<file path="config.mk">
export PLATFORM = sky130hd
export DESIGN_NAME = hcpe_power
export DESIGN_NICKNAME = d
export VERILOG_FILES = /design/src/sv/hcpe_pkg.sv /design/src/sv/hcpe_power.sv
export SDC_FILE = /design/constraint.sdc
export NUM_CORES = 1
export LEC_CHECK = 0
export BUFFER_PORTS_ARGS = -buffer_cell sky130_fd_sc_hd__clkbuf_2
export CORE_UTILIZATION = 60
export CTS_CLUSTER_SIZE = 30
export DETAILED_ROUTE_END_ITERATION = 16
export HOLD_SLACK_MARGIN = 0.15
export PLACE_DENSITY = 0.78
export RECOVER_POWER = 100
export SLEW_MARGIN = 20
export SYNTH_ARGS = -nofsm -noshare
export SYNTH_HDL_FRONTEND = slang
export SYNTH_SLANG_ARGS = --single-unit
</file>
<file path="constraint.sdc">
create_clock -name clk -period 7.22 [get_ports clk]
set_input_delay 1.805 -clock clk [delete_from_list [all_inputs] [get_ports clk]]
set_output_delay 1.805 -clock clk [all_outputs]
set_load 0.05 [all_outputs]
</file>
<file path="src/sv/hcpe_pkg.sv">
// Shared types and constants of the Hermite curve point evaluator.
package hcpe_pkg;

	// Pipeline depth from input register to output register.
	localparam int NUM_STAGES = 7;

	// Fixed widths of the window registers and the pixel outputs.
	localparam int WIN_BITS = 13;
	localparam int OUT_BITS = 14;
	localparam int OUT_MIN  = -8192;
	localparam int OUT_MAX  = 8191;

	// Configuration port.
	localparam int CFG_IDX_BITS = 2;
	localparam logic [CFG_IDX_BITS-1:0] REG_WIDTH  = 2'd0;
	localparam logic [CFG_IDX_BITS-1:0] REG_HEIGHT = 2'd1;
	localparam logic [WIN_BITS-1:0]     WIN_RESET  = 13'd700;

	// Load enables, one per pipeline stage.
	typedef struct packed {
		logic s1;
		logic s2;
		logic s3;
		logic s4;
		logic s5;
		logic s6;
		logic s7;
	} pipe_en_t;

endpackage

</file>
<file path="src/sv/hcpe_power.sv">
// Powers of t shared by both lanes: saturated t, t squared and t cubed.
module hcpe_power #(
	parameter int T_FRAC_BITS = 16
) (
	input  logic                   clk,
	input  hcpe_pkg::pipe_en_t     en,
	input  logic [T_FRAC_BITS:0]   t_fraction,
	output logic [T_FRAC_BITS:0]   a_s3,
	output logic [T_FRAC_BITS:0]   t2_s3,
	output logic [T_FRAC_BITS:0]   t3_s3
);

	localparam int F  = T_FRAC_BITS;
	localparam int PW = 2 * F + 2;

	logic [F:0]    a_sat;
	logic [F:0]    a_s1, a_s2;
	logic [F:0]    t2_s2;
	logic [PW-1:0] sq, cube;

	// anything above one clamps to exactly one
	assign a_sat = (t_fraction[F] && (|t_fraction[F-1:0])) ?
		{1'b1, {F{1'b0}}} : t_fraction;

	assign sq   = PW'(a_s1) * PW'(a_s1);
	assign cube = PW'(t2_s2) * PW'(a_s2);

	always_ff @(posedge clk) begin
		if (en.s1) begin
			a_s1 <= a_sat;
		end
		if (en.s2) begin
			a_s2  <= a_s1;
			t2_s2 <= sq[2*F:F];
		end
		if (en.s3) begin
			a_s3  <= a_s2;
			t2_s3 <= t2_s2;
			t3_s3 <= cube[2*F:F];
		end
	end

endmodule

</file>
**After elaboration in Yosys (flattened, before gate mapping)**

Index checks and enable logic that the tools add are counted.

- Register bits: 102
- Input port bits: 25
- Output and inout bits: 51
- Logic and storage cells: 10

- Multipliers: 2
- Reduce and logical (&&, ||, !) cells: 2

Operators by type and width:

| operator | number |
|---|---|
| multiplier 17 x 17 -> 33 bit | 2 |
| OR reduction 16 bit | 1 |
| logical AND 1 bit | 1 |

**Depth between registers and ports, before layout**

- Depth after elaboration: 2
- Gate-level depth with buffers: 23
- Depth with buffers taken out: 23

**Least setup slack after synthesis**

Ideal clock, no wire load.

- Kind: register to register
- Start: register t2_s2[14]
- End: register t3_s3[12], data pin
- Library setup time: 263 ps
- Data arrival time: 5,637 ps
- Required time: 6,957 ps
- Slack: 1,319 ps
- Stages on the path, launching flop included: 22
- Buffers on the path: 2
- Clock period less this slack: 5,901 ps
- Cells stage by stage: edfxtp_1 clkbuf_1 clkbuf_1 nand2_1 fa_1 fa_1 fa_1 inv_1 fa_1 fa_1 inv_1 fa_1 inv_1 ha_1 a21o_1 a21o_1 a21oi_1 o2111a_1 a21oi_4 a21oi_2 o221ai_2 xor2_1

- Cells in the longest elaborated chain, start to end: 1

Ends and longest elaborated chain:

| what | RTL line | source |
|---|---|---|
| start: declaration | hcpe_power.sv:18 | `logic [F:0] t2_s2;` |
| start signal: assignment | hcpe_power.sv:34 | `t2_s2 <= sq[2*F:F];` |
| multiplier 17 x 17 -> 33 bit | hcpe_power.sv:26 | `assign cube = PW'(t2_s2) * PW'(a_s2);` |
| named net cube[28] | hcpe_power.sv:19 | `logic [PW-1:0] sq, cube;` |
| end signal: assignment | hcpe_power.sv:39 | `t3_s3 <= cube[2*F:F];` |
| end: declaration | hcpe_power.sv:10 | `output logic [T_FRAC_BITS:0] t3_s3` |

The timed path passes the listed nets, and every way through them passes these cells.
A chain may end at the register's enable or synchronous reset.

**Worst setup path in the final report**

- Start: register a_s1[2]
- End: register t2_s2[16], data pin

- Cells in the longest elaborated chain, start to end: 1

Ends and longest elaborated chain:

| what | RTL line | source |
|---|---|---|
| start: declaration | hcpe_power.sv:17 | `logic [F:0] a_s1, a_s2;` |
| start signal: assignment | hcpe_power.sv:30 | `a_s1 <= a_sat;` |
| multiplier 17 x 17 -> 33 bit | hcpe_power.sv:25 | `assign sq = PW'(a_s1) * PW'(a_s1);` |
| named net sq[32] | hcpe_power.sv:19 |  |

The timed path passes the listed nets, and every way through them passes these cells.

==> flow_summary.toml <==
[critical_path]
critical_path_class = "flop to flop"
path_cells = "clkbuf_1 -> nand2_1 -> fa_1 -> inv_1 -> fa_1 -> inv_1 -> fa_1 -> inv_1 -> fa_1 -> fa_1 -> inv_1 -> fa_1 -> inv_1 -> ha_1 -> a21o_1 -> a21o_1 -> a21oi_1 -> o211ai_4 -> a31oi_4 -> o21ai_1 -> o41ai_1 -> xnor2_1"
cpMostUsedCell = "fa_1"
r2r_cells = 22
crit_slowest_cell = "clkbuf_1"
worstSetupPathDepth = 22
path_max_fanout = 17
critPathRequiredTime_ns = 7.33
crit_path_end_kind = "flop"
start_kind = "flop"
cp-startpoint = "a_s1[2]"
max_stage_delay_ns = 0.73
reg2reg_from = "a_s1[2]"
critPathArrivalTime_ns = 6.77
critical_path.top_delay_family = "adder cells"
path_buf_inv = 6

[layout]
drive_gt1_share_pct = 2.676
area_growth_pct = 5.108
fin_nets = 2657
seqCellArea_um2 = 3063
nFillCells = 2587
multi_input_area_um2 = 14390

[global_routing]
grt_pass1_wl_um = 71180
grt_usage_pct = 27.39
grt_antenna_before_repair = 0
first_global_vias = 14618
grt_max_degree = 52
overflow = 0

[die]
die_area_um2 = 33640
rows = 66
ios = 76
die_width_um = 183.4
initial_core_util_pct = 60.84
die_h_um = 183.4
coreArea_um2 = 32450

[timing]
period_share_pct = 92.13
finalClockSkew_ns = 0.01198
finalSetupViolCount = 0
setup_tns_ns = 0
max_clock_freq_mhz = 150.3
min_period_ns = 6.651
hold_viol_final = 0
worst_pin_slew_ns = 3.026
slew_headroom_pct = -101.7
rsz0062_at_grt = "no"
maxSlewViolCount = 87

[cts]
clk_pin_slew_worst_paths_ns = 0.09
numCtsBuffers = 9
hold_buffers = 0
cts_buffer_depth = 2
cts_tree = "done"
root_buffer = "clkbuf_16"
cts_setup_buffers = 0
clkSinkCount = 102
cts_htree_levels = 3
cts_resized = 0
worstSkewPairLatency_ns = 0.37

[min_path]
min_path_cells = 0
hold_path_class = "flop to flop"
hold_start = "a_s2[14]"

[flow_run]
cap_violations = 2

[status]
status = "complete, but fails checks"
violations = "max-capacitance violations, max-slew violations"

[synthesis]
syn-num-nets = 2614
async_flop_share_pct = 0
ys.flop_type = "edfxtp_1"
yosys_warnings = 0
yosysUniqueCellTypes = 47
ys_ff_latch = 102
synth_area_um2 = 19750
netlist_instances = 1970
avgSynthCellArea_um2 = 10.02
ys_seq_area_share_pct = 15.51
synth_edf_count = 102

[routing]
ant_nets = 0
drc = 0
vias_per_cell = 5.369
vias = 13214
wl_per_cell_um = 17.30
wl_um = 42570
dr.first_iter.drc_count = 767
drt-pass1-iter-count = 5

[placed_design]
gp_congestion = 0.8964
io_buffers = 71
dpl.hpwl_um = 33280
cells by family (layout without fill, tap and decap cells):
family | count (synthesis) | in the layout | share of synthesized area (%)
fa+ha+maj | 619 | 619 | 54.77
flops | 102 | 102 | 15.51
compound gates | 96 | 96 | 3.561
xor+xnor | 54 | 54 | 2.395
mux | 1 | 1 | 0.05703
simple gates | 495 | 495 | 12.24
other cells | 0 | 1 | 0
buf+inv | 603 | 651 | 11.46
flip-flops by register name, summed over array words and instances (netlist names):
register  flops
t3_s3        17
t2_s3        17
a_s2         17
a_s1         17
a_s3         17
t2_s2        17
cell usage in the layout (no fill, tap or decap), drive strengths merged, types with 2 or more instances in the layout:
| master | instances |
|---|---|
| clkbuf | 90 |
| a221oi | 2 |
| o21bai | 7 |
| a21oi | 31 |
| nor2 | 18 |
| nand2 | 258 |
| buf | 8 |
| inv | 548 |
| or2 | 5 |
| o211ai | 3 |
| ha | 210 |
| and3 | 2 |
| xor2 | 16 |
| o21ai | 14 |
| a21o | 20 |
| and4 | 4 |
| clkinv | 4 |
| nand3 | 5 |
| and2 | 170 |
| nor4 | 4 |
| xnor2 | 38 |
| fa | 409 |
| o21a | 4 |
| edfxtp | 102 |
| nor2b | 19 |
| a211oi | 5 |
| nand4 | 5 |
| a31oi | 2 |
routing by layer:
layer / GRT usage (%) / wire, µm / part of all wire, % / up-vias
met5: 0 / 0 / 0 / -
met4: 9.467 / 1483 / 3.5 / 0
met2: 48.09 / 21430 / 50 / 496
met1: 34.76 / 16680 / 39 / 6705
met3: 3.852 / 2967 / 7.0 / 108
li1: - / - / - / 5905
stage by stage:
step	worst slack [ns]	cell area, µm²	util (%)	hold slack [ns]	cells
6_report	0.5686	20750	63.95	0.7172	2461
5_1_grt	0.2200	20750	63.94	0.7123	2460
3_5_place_dp	0.7716	20570	63.40	0.6656	2444
3_3_place_gp	0.8787	20570	63.40	0.6273	2444
2_1_floorplan	1.319	19750	-	0.4244	1970
4_1_cts	0.7591	20890	64.35	0.6917	2460
area by class of cell:
cell class,count,area share (%)
Clock buffer,9,1.085
Tap cell,442,2.665
Timing Repair Buffer,89,1.857
Multi-Input combinational cell,1265,69.34
Clock inverter,7,0.4100
Sequential cell,102,14.76
Inverter,546,9.875
Antenna cell,1,0.01206
final timing paths:
| kind | endpoint | slack [ns] |
|---|---|---|
| worst max register to register | t2_s2[16] | 0.57 |
| worst max-delay path | t2_s2[16] | 0.57 |
| worst min register to register | a_s3[14] | 0.72 |
| worst min-delay path | a_s3[14] | 0.72 |
cells in the mapped netlist (all sizes together) (5+ instances only):
| cell type | number | area (µm²) |
|---|---|---|
| xor2 | 16 | 140.1 |
| inv | 546 | 2049 |
| clkbuf | 57 | 214.0 |
| ha | 210 | 2628 |
| nand2 | 258 | 968.4 |
| edfxtp | 102 | 3063 |
| xnor2 | 38 | 332.8 |
| a21oi | 31 | 170.2 |
| o21bai | 7 | 52.55 |
| nand4 | 5 | 31.28 |
| nor2 | 18 | 67.56 |
| a211oi | 5 | 42.54 |
| or2 | 5 | 31.28 |
| nand3 | 5 | 25.02 |
| a21o | 20 | 150.1 |
| o21ai | 14 | 77.57 |
| and2 | 170 | 1064 |
| nor2b | 19 | 118.9 |
| fa | 409 | 8188 |
Power is left out: the tool's default activity adds up to more than one toggle a clock period on the data nets, which glitch-free logic cannot reach.
