==> config.mk <==
export PLATFORM = sky130hd
export DESIGN_NAME = hcpe_merge
export DESIGN_NICKNAME = d
export VERILOG_FILES = /design/src/sv/hcpe_pkg.sv /design/src/sv/hcpe_merge.sv
export SDC_FILE = /design/constraint.sdc
export NUM_CORES = 1
export LEC_CHECK = 0
export BUFFER_PORTS_ARGS = -buffer_cell sky130_fd_sc_hd__buf_2
export CORE_MARGIN = 2
export CORE_UTILIZATION = 47
export DETAILED_ROUTE_END_ITERATION = 12
export GPL_TIMING_DRIVEN = 0
export PLACE_DENSITY_LB_ADDON = 0.08
export SLEW_MARGIN = 40
export SYNTH_ARGS = -nofsm -noshare
export SYNTH_HDL_FRONTEND = slang
export SYNTH_SLANG_ARGS = --single-unit
==> constraint.sdc <==
create_clock -name clk -period 3.7 [get_ports clk]
set_input_delay 0.37 -clock clk [delete_from_list [all_inputs] [get_ports clk]]
set_output_delay 0.37 -clock clk [all_outputs]
set_load 0.03 [all_outputs]
==> src/sv/hcpe_pkg.sv <==
// Shared types and constants of the Hermite curve point evaluator.
package hcpe_pkg;

	// Pipeline depth from input register to output register.
	localparam int NUM_STAGES = 7;

	// Fixed widths of the window registers and the pixel outputs.
	localparam int WIN_BITS = 13;
	localparam int OUT_BITS = 14;
	localparam int OUT_MIN  = -8192;
	localparam int OUT_MAX  = 8191;

	// Configuration port.
	localparam int CFG_IDX_BITS = 2;
	localparam logic [CFG_IDX_BITS-1:0] REG_WIDTH  = 2'd0;
	localparam logic [CFG_IDX_BITS-1:0] REG_HEIGHT = 2'd1;
	localparam logic [WIN_BITS-1:0]     WIN_RESET  = 13'd700;

	// Load enables, one per pipeline stage.
	typedef struct packed {
		logic s1;
		logic s2;
		logic s3;
		logic s4;
		logic s5;
		logic s6;
		logic s7;
	} pipe_en_t;

endpackage

==> src/sv/hcpe_merge.sv <==
// Merge stage: output saturation and the in-window flag for both lanes.
module hcpe_merge #(
	parameter int COORD_W = 19
) (
	input  logic                                    clk,
	input  hcpe_pkg::pipe_en_t                      en,
	input  logic signed [COORD_W-1:0]               x_s6,
	input  logic signed [COORD_W-1:0]               y_s6,
	input  logic [hcpe_pkg::WIN_BITS-1:0]           win_width,
	input  logic [hcpe_pkg::WIN_BITS-1:0]           win_height,
	output logic signed [hcpe_pkg::OUT_BITS-1:0]    pixel_x,
	output logic signed [hcpe_pkg::OUT_BITS-1:0]    pixel_y,
	output logic                                    in_window
);

	localparam logic signed [COORD_W-1:0] LO = COORD_W'(hcpe_pkg::OUT_MIN);
	localparam logic signed [COORD_W-1:0] HI = COORD_W'(hcpe_pkg::OUT_MAX);

	logic signed [COORD_W-1:0]            wx, wy;
	logic signed [hcpe_pkg::OUT_BITS-1:0] cx, cy;
	logic                                 win_hit;

	assign wx = signed'(COORD_W'(win_width));
	assign wy = signed'(COORD_W'(win_height));

	always_comb begin
		priority if (x_s6 < LO) cx = hcpe_pkg::OUT_BITS'(hcpe_pkg::OUT_MIN);
		else if (x_s6 > HI)     cx = hcpe_pkg::OUT_BITS'(hcpe_pkg::OUT_MAX);
		else                    cx = x_s6[hcpe_pkg::OUT_BITS-1:0];
		priority if (y_s6 < LO) cy = hcpe_pkg::OUT_BITS'(hcpe_pkg::OUT_MIN);
		else if (y_s6 > HI)     cy = hcpe_pkg::OUT_BITS'(hcpe_pkg::OUT_MAX);
		else                    cy = y_s6[hcpe_pkg::OUT_BITS-1:0];
	end

	// judged on the unsaturated coordinates
	assign win_hit = !x_s6[COORD_W-1] && !y_s6[COORD_W-1] && (x_s6 < wx) && (y_s6 < wy);

	always_ff @(posedge clk) begin
		if (en.s7) begin
			pixel_x   <= cx;
			pixel_y   <= cy;
			in_window <= win_hit;
		end
	end

endmodule

# --- Word-level counts from Yosys, hierarchy flattened ---
# Index checks and enable logic that the tools add are counted.
classes:
  magnitude_cmp: 6
  n_mux: 2
  n_reduce_logical: 5
op_table:
  columns: ["operator", "n"]
  rows:
  - ["$gt A19 B14 Y1 const B", 2]
  - ["$lt A19 B14 Y1", 2]
  - ["$lt A19 B14 Y1 const B", 2]
  - ["$mux W14", 2]
  - ["$logic_and A1 B1 Y1", 3]
  - ["$logic_not A1 Y1", 2]
word_totals:
  ff_bits: 29
  input_bits: 72
  out_inout_bits: 29
  wordCells: 16

# --- Logic depth before layout (Yosys ltp) ---
# Gate-level depths: netlist of the first run.
logic_depth:
  word_depth: 4
  depth_mapped: 7
  ltp_nobuf: 7

# --- Worst setup path before layout of the first run ---
# No wires, ideal clock.
synth_timing:
  kind: "input to register"
  startpoint: "in y_s6[15]"
  endpoint: "reg pixel_y[0] in the netlist's numbering (data pin)"
  setup_time_ps: 254
  arrival_ps: 1386
  path_slack_ps: 2059
  cell_stages: 5
  path_buffers: 1
  path_cell_list: "or4_4 > nor3_4 > nor2_2 > buf_6 > o21a_1"
synth_between:
  elab_chain_cells: 2
  word_cells_on_any_way: 3
synth_lines:
  columns: ["item", "line", "source"]
  rows:
  - ["from (decl)", "hcpe_merge.sv:8", "input logic signed [COORD_W-1:0] y_s6,"]
  - ["$gt A19 B14 Y1", "hcpe_merge.sv:31", "else if (y_s6 > HI) cy = hcpe_pkg::OUT_BITS'(hcpe_pkg::OUT_MAX);"]
  - ["$mux W14", "hcpe_merge.sv:31", null]
  - ["to (signal assigned)", "hcpe_merge.sv:41", "pixel_y <= cy;"]
  - ["to (decl)", "hcpe_merge.sv:12", "output logic signed [hcpe_pkg::OUT_BITS-1:0] pixel_y,"]
# Parallel ways exist; a longest one is shown, timed or not.
# A chain may end at the register's enable or synchronous reset.

# --- Worst setup path in the final report of the first run ---
layout_timing:
  startpoint: "in y_s6[10]"
  endpoint: "reg in_window (data pin)"
layout_between:
  elab_chain_cells: 2
layout_lines:
  columns: ["item", "line", "source"]
  rows:
  - ["$lt A19 B14 Y1", "hcpe_merge.sv:36", "assign win_hit = !x_s6[COORD_W-1] && !y_s6[COORD_W-1] && (x_s6 < wx) && (y_s6 < wy);"]
  - ["$logic_and A1 B1 Y1", "hcpe_merge.sv:36", null]
  - ["named net win_hit", "hcpe_merge.sv:21", "logic win_hit;"]
  - ["to (signal assigned)", "hcpe_merge.sv:42", "in_window <= win_hit;"]
  - ["to (decl)", "hcpe_merge.sv:13", "output logic in_window"]
# The timed path passes the listed nets, and every way through them passes these cells.

==> impl_metrics.py, run 1 <==
metrics = {
    "floorplan": {
        "die-area_um2": 4290,
        "core_area_um2": 3660,
        "die_w_um": 65.5,
        "rows": 22,
        "start_util": 0.486,
        "ioPinCount": 101,
        "die_height_um": 65.5,
    },
    "yosys": {
        "syn_area_um2": 1780,
        "ys_ff_latch": 29,
        "syn_nets": 253,
        "ys_types": 29,
        "ys_warn_count": 0,
        "yosysSeqAreaShare": 0.490,
        "netlist_instances": 157,
        "synth.avg_cell_area_um2": 11.3,
    },
    "outcome": {
        "status": "complete, no violations",
    },
    "timing": {
        "grt_setup_unrepaired": "false",
        "period_minus_slack_ns": 1.58,
        "worstMarginPinSlew_ns": 0.669,
        "setup_viol": 0,
        "setup_slack_ns": 2.12,
        "fin_crit_sh": 0.426,
        "finalSetupTns_ns": 0,
        "hold_slack_ns": 0.377,
        "slew_violations": 0,
        "hold_violations": 0,
        "clock.fmax_mhz": 635,
        "relSlewSlack": 0.554,
    },
    "cells_and_area": {
        "area_delta_synth_final_pct": 34.1,
        "drive_gt1_frac": 0.411,
        "antenna-diode-count": 0,
        "fin_nets": 354,
        "design_area_um2": 2380,
    },
    "worst_setup_path": {
        "cp_data_arrival_time_ns": 1.60,
        "path_buf_inv": 1,
        "end_kind": "flop",
        "critical-path-max-stage-delay_ns": 0.37,
        "crit_chain": "buf_2 -> ha_1 -> nand4_1 -> a2111o_1 -> a31oi_1 -> nor4_2",
        "cp_max_fo": 3,
        "crit_path_start_kind": "input port",
        "crit_type": "input port to flop",
        "critPathTopFamily": "compound AO/OA/AOI/OAI gates",
        "critPathRequiredTime_ns": 3.72,
        "cpMaxStageDelayCell": "a2111o_1",
    },
    "detailed_routing": {
        "vias_per_cell": 4.82,
        "drt_iter0_drc": 35,
        "drtAntennaViolNets": 0,
        "routed_wl_um": 3710,
        "via_count": 1474,
        "wire_per_inst_um": 12.1,
        "drtPass1Iterations": 4,
        "drc_errors": 0,
    },
    "clock_network": {
        "cts_resized": 0,
        "clk_path_buf_depth": 2,
        "holdBufCountCts": 0,
        "post_cts_buffers": 0,
        "root_buffer": "clkbuf_8",
        "clk_pin_slew_ns": 0.06,
        "cts_buffers": 5,
        "numClockSinks": 29,
        "tritoncts": "done",
        "cts.htree.levels": 2,
    },
    "run": {
        "cap_viol_max_count": 0,
    },
    "place": {
        "place_area_um2": 2310,
        "io_buffers": 94,
        "hpwl_um": 2920,
        "gp_congestion": 0.809,
        "place_worst_setup_slack_ns": 1.84,
    },
    "pwr": {
        "powerDensity_nw_per_um2": 359,
        "p_leak_nw": 1.21,
        "power.total_uw": 855,
        "ir_drop_v": 0.000266,
    },
    "grt": {
        "grt_pass1_vias": 1408,
        "grt_first_pass_wirelength_um": 6070,
        "grt_max_degree": 30,
        "grt_overflow": 0,
        "grt_usage": 0.189,
        "grt_antenna_before_repair": 0,
    },
    "min_path": {
        "hp-class": "input port to flop",
    },
}
==> registers in the layout, summed over array words and instances, names as in the netlist <==
name	cells
pixel_x	14
pixel_y	14
in_window	1
==> cell usage after synthesis <==
cell type,count,share of area
edfxtp_1,29,0.49
ha_1,24,0.17
inv_1,24,0.051
a21o_1,14,0.059
o21a_1,13,0.055
a21oi_1,8,0.023
nand2_1,7,0.015
nand3_1,6,0.017
clkbuf_1,4,0.0084
nand4_1,4,0.014
nor2_1,3,0.0063
nor2_2,2,0.0070
o21ai_0,2,0.0056
o21ai_1,2,0.0056
a2111o_1,1,0.0063
a211oi_1,1,0.0042
a21boi_0,1,0.0042
a22o_1,1,0.0049
a31oi_1,1,0.0035
buf_2,1,0.0028
buf_6,1,0.0063
nand2b_1,1,0.0035
nor2b_1,1,0.0035
nor3_4,1,0.0092
nor4_1,1,0.0035
nor4_2,1,0.0070
o311a_1,1,0.0056
or4_1,1,0.0042
or4_4,1,0.0063
==> cells in the final DEF (no fill, tap or decap), types with 2 or more instances in the layout <==
| cell | Yosys | final |
|---|---|---|
| clkbuf_8 | 0 | 5 |
| nor2_2 | 2 | 2 |
| buf_2 | 1 | 95 |
| a21oi_1 | 8 | 8 |
| nand3_1 | 6 | 6 |
| a21o_1 | 14 | 14 |
| o21ai_0 | 2 | 2 |
| nor2_1 | 3 | 3 |
| edfxtp_1 | 29 | 29 |
| ha_1 | 24 | 24 |
| clkbuf_1 | 4 | 5 |
| nand4_1 | 4 | 4 |
| inv_1 | 24 | 24 |
| o21a_1 | 13 | 13 |
| nand2_1 | 7 | 7 |
| o21ai_1 | 2 | 2 |
==> metrics by stage <==
step           utilization  cells
6_report             0.651    306
5_1_grt              0.651    306
4_1_cts              0.651    306
3_5_place_dp         0.631    299
3_3_place_gp         0.631    299
2_1_floorplan            -    157
==> logic make-up (layout without fill, tap and decap cells) <==
logic type               after synthesis  after routing  share of synthesized area
buffers and inverters                 30            131                     0.0683
flip-flops                            29             29                      0.490
AO/OA/AOI/OAI                         45             45                      0.177
AND/OR/NAND/NOR                       29             29                     0.0964
adder cells (fa/ha/maj)               24             24                      0.169
==> area by class of cell <==
type / instances / area [µm²]
buffer: 6 / 31.3
clock buffer: 6 / 72.6
timing repair buffer: 94 / 470
tap: 48 / 60.1
fill: 325 / 1280
inverter: 24 / 90.1
clock inverter: 1 / 3.75
multi-input combinational: 98 / 786
sequential: 29 / 871
==> final timing paths <==
kind  startpoint         end  depth (start not counted)  slack, ns
min      x_s6[0]  pixel_x[0]                          2       0.38
max     y_s6[10]   in_window                          6       2.12
==> where the power goes <==
| part | switching, mW | total (mW) | leakage (nW) | internal (mW) |
|---|---|---|---|---|
| combinational | 0.132 | 0.215 | 0.889 | 0.0828 |
| clock | 0.113 | 0.239 | 0.0387 | 0.126 |
| sequential | 0.00584 | 0.401 | 0.284 | 0.395 |
==> routing by layer <==
layer	GRT usage	routed length (µm)	share of wire
met3	0.0616	300	0.081
met1	0.238	1730	0.47
met4	0.0703	51	0.014
met2	0.304	1630	0.44
met5	0	0	0
(Power assumes the default switching activity.)
==> run 2: changes to the inputs <==
--- a/config.mk
+++ b/config.mk
@@ -7,7 +7,7 @@
 export LEC_CHECK = 0
 export BUFFER_PORTS_ARGS = -buffer_cell sky130_fd_sc_hd__buf_2
 export CORE_MARGIN = 2
-export CORE_UTILIZATION = 47
+export CORE_UTILIZATION = 44
 export DETAILED_ROUTE_END_ITERATION = 12
 export GPL_TIMING_DRIVEN = 0
 export PLACE_DENSITY_LB_ADDON = 0.08
==> constraint.sdc (replaced) <==
create_clock -name clk -period 1.5 [get_ports clk]
set_input_delay 0.15 -clock clk [delete_from_list [all_inputs] [get_ports clk]]
set_output_delay 0.15 -clock clk [all_outputs]
set_load 0.03 [all_outputs]
==> run 2 against run 1 <==
- combinational power rose by 150%
- global-route usage shrank 1.0 points
- critical path depth stayed put
- sequential share of layout area hardly changed
- utilization shrank 4.6 points
- worst hold slack got worse by 0.21 ns
- power rose by 150%
- clock-buffer cell count did not move
==> impl_metrics.py, run 2 (synthesized netlist as in run 1, its figures left out) <==
metrics = {
    "timing": {
        "worstMarginPinSlew_ns": 0.638,
        "setup_slack_ns": 0.156,
        "slew_violations": 0,
        "hold_violations": 0,
        "clock.fmax_mhz": 744,
        "grt_setup_unrepaired": "false",
        "relSlewSlack": 0.574,
        "fin_crit_sh": 0.896,
        "setup_viol": 0,
        "period_minus_slack_ns": 1.34,
    },
    "worst_setup_path": {
        "cp_max_fo": 3,
        "critical-path-max-stage-delay_ns": 0.32,
        "end_kind": "flop",
        "crit_chain": "buf_2 -> ha_1 -> a22o_1 -> nor4_1 -> nand4_1 -> nor4_2",
        "crit_path_start_kind": "input port",
        "critPathRequiredTime_ns": 1.61,
        "cpMaxStageDelayCell": "ha_1",
        "cp_data_arrival_time_ns": 1.45,
        "path_buf_inv": 1,
        "crit_type": "input port to flop",
        "critPathTopFamily": "simple AND/OR/NAND/NOR gates",
    },
    "clock_network": {
        "holdBufCountCts": 0,
        "post_cts_buffers": 0,
        "root_buffer": "clkbuf_8",
        "cts_buffers": 5,
        "numClockSinks": 29,
        "clk_path_buf_depth": 2,
        "cts_resized": 0,
        "cts.htree.levels": 2,
        "clk_pin_slew_ns": 0.06,
        "tritoncts": "done",
    },
    "cells_and_area": {
        "seq_area_um2": 871,
        "area_delta_synth_final_pct": 34.3,
        "top_regs": "pixel_x x14, pixel_y x14, in_window x1",
        "fin_cells": 308,
        "multiInputGateArea_um2": 786,
        "design_area_um2": 2390,
        "layout_common_cells": "buf_2, edfxtp_1, inv_1, ha_1, a21o_1",
        "fin_nets": 354,
        "antenna-diode-count": 0,
        "final_common_cell": "buf_2",
        "drive_gt1_frac": 0.411,
        "fin_util": 0.606,
        "nFillCells": 326,
    },
    "place": {
        "gp_congestion": 0.731,
        "place_worst_setup_slack_ns": -0.130,
        "hpwl_um": 2980,
        "io_buffers": 94,
        "dp.cells": 301,
        "place_area_um2": 2310,
    },
    "grt": {
        "grt_use_met3": 0.0633,
        "grt_antenna_before_repair": 0,
        "grt_usage": 0.179,
        "grt_pass1_vias": 1335,
        "busiest_layer": "met2",
        "use_met1": 0.232,
        "met2_usage": 0.277,
        "grt_max_degree": 30,
        "grt_first_pass_wirelength_um": 5870,
        "grt_overflow": 0,
    },
    "min_path": {
        "hp-class": "input port to flop",
        "min_to": "pixel_x[0]",
        "hp-start": "x_s6[0]",
        "hold_path_depth": 2,
    },
    "pwr": {
        "powerDensity_nw_per_um2": 879,
        "power.total_mw": 2.10,
        "ir_drop_v": 0.000535,
        "p_comb_frac": 0.253,
        "p_int_mw": 1.49,
        "clockPowerShare": 0.276,
        "p_sw_uw": 609,
        "p_leak_nw": 1.21,
        "seqPwrFrac": 0.471,
        "switching_share": 0.290,
    },
    "floorplan": {
        "rows": 23,
        "die-area_um2": 4570,
        "core_area_um2": 3940,
        "die_w_um": 67.6,
        "die_height_um": 67.6,
        "start_util": 0.451,
        "ioPinCount": 101,
    },
    "detailed_routing": {
        "wire_per_inst_um": 12.0,
        "drt_iter0_drc": 143,
        "drtPass1Iterations": 4,
        "routed_wl_um": 3690,
        "vias_per_cell": 4.84,
        "drc_errors": 0,
        "drtAntennaViolNets": 0,
        "via_count": 1490,
    },
    "outcome": {
        "status": "complete, no violations",
    },
    "run": {
        "cap_viol_max_count": 0,
    },
}
-- run 2: cell counts in the layout (fill, tap and decap cells not counted) --
No cell type changed its count.
-- run 2: worst max path at each step --
stage,start,endpoint,slack (ns),cells after the start
5_1_grt,x_s6[16],pixel_x[10],0.07,6
3_5_place_dp,y_s6[10],in_window,-0.13,6
3_3_place_gp,y_s6[10],in_window,-0.13,6
2_1_floorplan,y_s6[15],pixel_y[0],0.08,5
4_1_cts,x_s6[12],in_window,0.16,6
6_report,x_s6[12],in_window,0.16,6
-- run 2: stage by stage --
stage               hold WS [ns]  setup TNS [ns]
global placement           0.439           -2.31
global route               0.156               0
finish                     0.164               0
CTS                        0.155               0
floorplan                  0.262               0
detailed placement         0.443           -2.41
-- run 2: cell type report --
class,count,share of cell area
buffer,6,0.0131
timing repair buffer,94,0.197
sequential,29,0.365
clock inverter,1,0.00157
inverter,24,0.0377
tap,50,0.0262
clock buffer,6,0.0304
multi-input combinational,98,0.329
-- run 2: routing by layer --
metal  part of all wire  wire length, µm  vias up
met1               0.45             1670      647
met2               0.44             1630       65
met3              0.092              338        5
met4              0.013               48        0
li1                   -                -      773
met5                  0                0        -
-- run 2: power by group through the flow --
stage / Sequential [mW] / Combinational (mW) / Clock, mW
detailed placement: 1.01 / 0.533 / 0
CTS: 0.990 / 0.537 / 0.593
global route: 0.995 / 0.591 / 0.628
floorplan: 1.15 / 0.171 / 0
global placement: 1.00 / 0.531 / 0
finish: 0.989 / 0.531 / 0.580
==> run 3: changes to the inputs <==
--- a/config.mk
+++ b/config.mk
@@ -7,7 +7,7 @@
 export LEC_CHECK = 0
 export BUFFER_PORTS_ARGS = -buffer_cell sky130_fd_sc_hd__buf_2
 export CORE_MARGIN = 2
-export CORE_UTILIZATION = 44
+export CORE_UTILIZATION = 29
 export DETAILED_ROUTE_END_ITERATION = 12
 export GPL_TIMING_DRIVEN = 0
 export PLACE_DENSITY_LB_ADDON = 0.08
==> run 3 against run 2 <==
- cell count grew 8.1%
- critical path depth did not move
- maximum frequency shrank 2.1%
- sequential power about the same
- first-iteration DRC count decreased by 80%
- sequential share of layout area is 0.47 points lower
- routed wire length increased by 13%
- setup slack lost 0.028 ns
- global-route usage decreased by 4.8 points
- worst hold slack lost 0.0039 ns
- design area is 1.3% higher
- die area is 48% higher
==> impl_metrics.py, run 3 (synthesized netlist as in run 1, its figures left out) <==
metrics = {
    "outcome": {
        "status": "complete, no violations",
    },
    "detailed_routing": {
        "vias_per_cell": 4.47,
        "drc_errors": 0,
        "drtPass1Iterations": 4,
        "drt_iter0_drc": 28,
        "drtAntennaViolNets": 0,
        "via_count": 1487,
        "wire_per_inst_um": 12.5,
        "routed_wl_um": 4170,
    },
    "min_path": {
        "hp-class": "input port to flop",
    },
    "timing": {
        "grt_setup_unrepaired": "false",
        "setup_slack_ns": 0.128,
        "relSlewSlack": 0.539,
        "setup_viol": 0,
        "worstMarginPinSlew_ns": 0.692,
        "finalSetupTns_ns": 0,
        "slew_violations": 0,
        "fin_crit_sh": 0.915,
        "clock.fmax_mhz": 729,
        "hold_violations": 0,
        "period_minus_slack_ns": 1.37,
        "hold_slack_ns": 0.160,
    },
    "floorplan": {
        "rows": 28,
        "core_area_um2": 5920,
        "die_w_um": 82.3,
        "ioPinCount": 101,
        "start_util": 0.300,
        "die_height_um": 82.3,
        "die-area_um2": 6770,
    },
    "place": {
        "hpwl_um": 3350,
        "dp.cells": 326,
        "io_buffers": 94,
        "gp_congestion": 0.718,
        "place_worst_setup_slack_ns": -0.168,
        "place_area_um2": 2340,
    },
    "pwr": {
        "p_leak_nw": 1.21,
        "powerDensity_nw_per_um2": 874,
        "ir_drop_v": 0.000313,
    },
    "cells_and_area": {
        "nFillCells": 600,
        "top_regs": "pixel_x x14, pixel_y x14, in_window x1",
        "layout_common_cells": "buf_2, edfxtp_1, inv_1, ha_1, a21o_1",
        "final_common_cell": "buf_2",
        "drive_gt1_frac": 0.411,
        "area_delta_synth_final_pct": 36.0,
        "design_area_um2": 2420,
        "seq_area_um2": 871,
        "fin_nets": 354,
        "multiInputGateArea_um2": 786,
        "antenna-diode-count": 0,
        "fin_cells": 333,
    },
    "worst_setup_path": {
        "critPathRequiredTime_ns": 1.52,
        "crit_type": "input port to flop",
        "end_kind": "flop",
        "cp_data_arrival_time_ns": 1.39,
        "cpMaxStageDelayCell": "or4_1",
        "crit_cells": 6,
        "path_buf_inv": 2,
        "crit_path_start_kind": "input port",
        "critical-path-max-stage-delay_ns": 0.53,
        "startpoint": "x_s6[16]",
        "cp_max_fo": 10,
        "endpoint": "pixel_x[8]",
        "crit_chain": "buf_2 -> or4_1 -> nor2_2 -> nor2_1 -> buf_2 -> a21o_1",
        "critPathTopFamily": "simple AND/OR/NAND/NOR gates",
        "cpMostUsedCell": "buf_2",
    },
    "run": {
        "cap_viol_max_count": 0,
    },
    "clock_network": {
        "post_cts_buffers": 0,
        "cts_resized": 0,
        "root_buffer": "clkbuf_8",
        "numClockSinks": 29,
        "clk_path_buf_depth": 2,
        "cts_buffers": 5,
        "cts.htree.levels": 2,
        "holdBufCountCts": 0,
        "tritoncts": "done",
        "clk_pin_slew_ns": 0.06,
    },
    "grt": {
        "grt_max_degree": 30,
        "grt_pass1_vias": 1478,
        "grt_antenna_before_repair": 0,
        "grt_usage": 0.131,
        "grt_first_pass_wirelength_um": 6530,
        "grt_overflow": 0,
    },
}
==> run 3: cell counts in the layout (fill, tap and decap cells not counted) <==
No cell type changed its count.
==> run 3: how the worst min path moves through the flow <==
stage	startpoint	end	slack [ns]	cells after the start
CTS	x_s6[0]	pixel_x[0]	0.15	2
detailed placement	x_s6[2]	pixel_x[2]	0.44	2
finish	x_s6[0]	pixel_x[0]	0.16	2
global route	x_s6[10]	pixel_x[10]	0.16	2
floorplan	en[0]	in_window	0.26	0
global placement	x_s6[0]	pixel_x[0]	0.44	2
==> run 3: final cells by class <==
cell class / instances / share of cell area
Inverter: 24 / 0.0372
Tap cell: 75 / 0.0388
Buffer: 6 / 0.0129
Clock inverter: 1 / 0.00155
Sequential cell: 29 / 0.360
Timing Repair Buffer: 94 / 0.195
Multi-Input combinational cell: 98 / 0.325
Clock buffer: 6 / 0.0300
==> run 3: metrics by stage <==
| stage | utilization | total power, mW |
|---|---|---|
| 2_1_floorplan | - | 1.33 |
| 3_3_place_gp | 0.396 | 1.55 |
| 3_5_place_dp | 0.396 | 1.55 |
| 4_1_cts | 0.408 | 2.16 |
| 5_1_grt | 0.408 | 2.25 |
| 6_report | 0.408 | 2.11 |
==> run 3: power by group <==
group          internal, mW  switching [mW]
clock                 0.312           0.279
combinational         0.204           0.332
sequential            0.974          0.0138
==> run 3: per-layer routing <==
metal	routed length, µm	up-vias	track usage
li1	-	773	-
met1	1920	651	0.170
met2	1790	61	0.200
met3	453	2	0.0500
met4	21	0	0.0450
met5	0	-	0
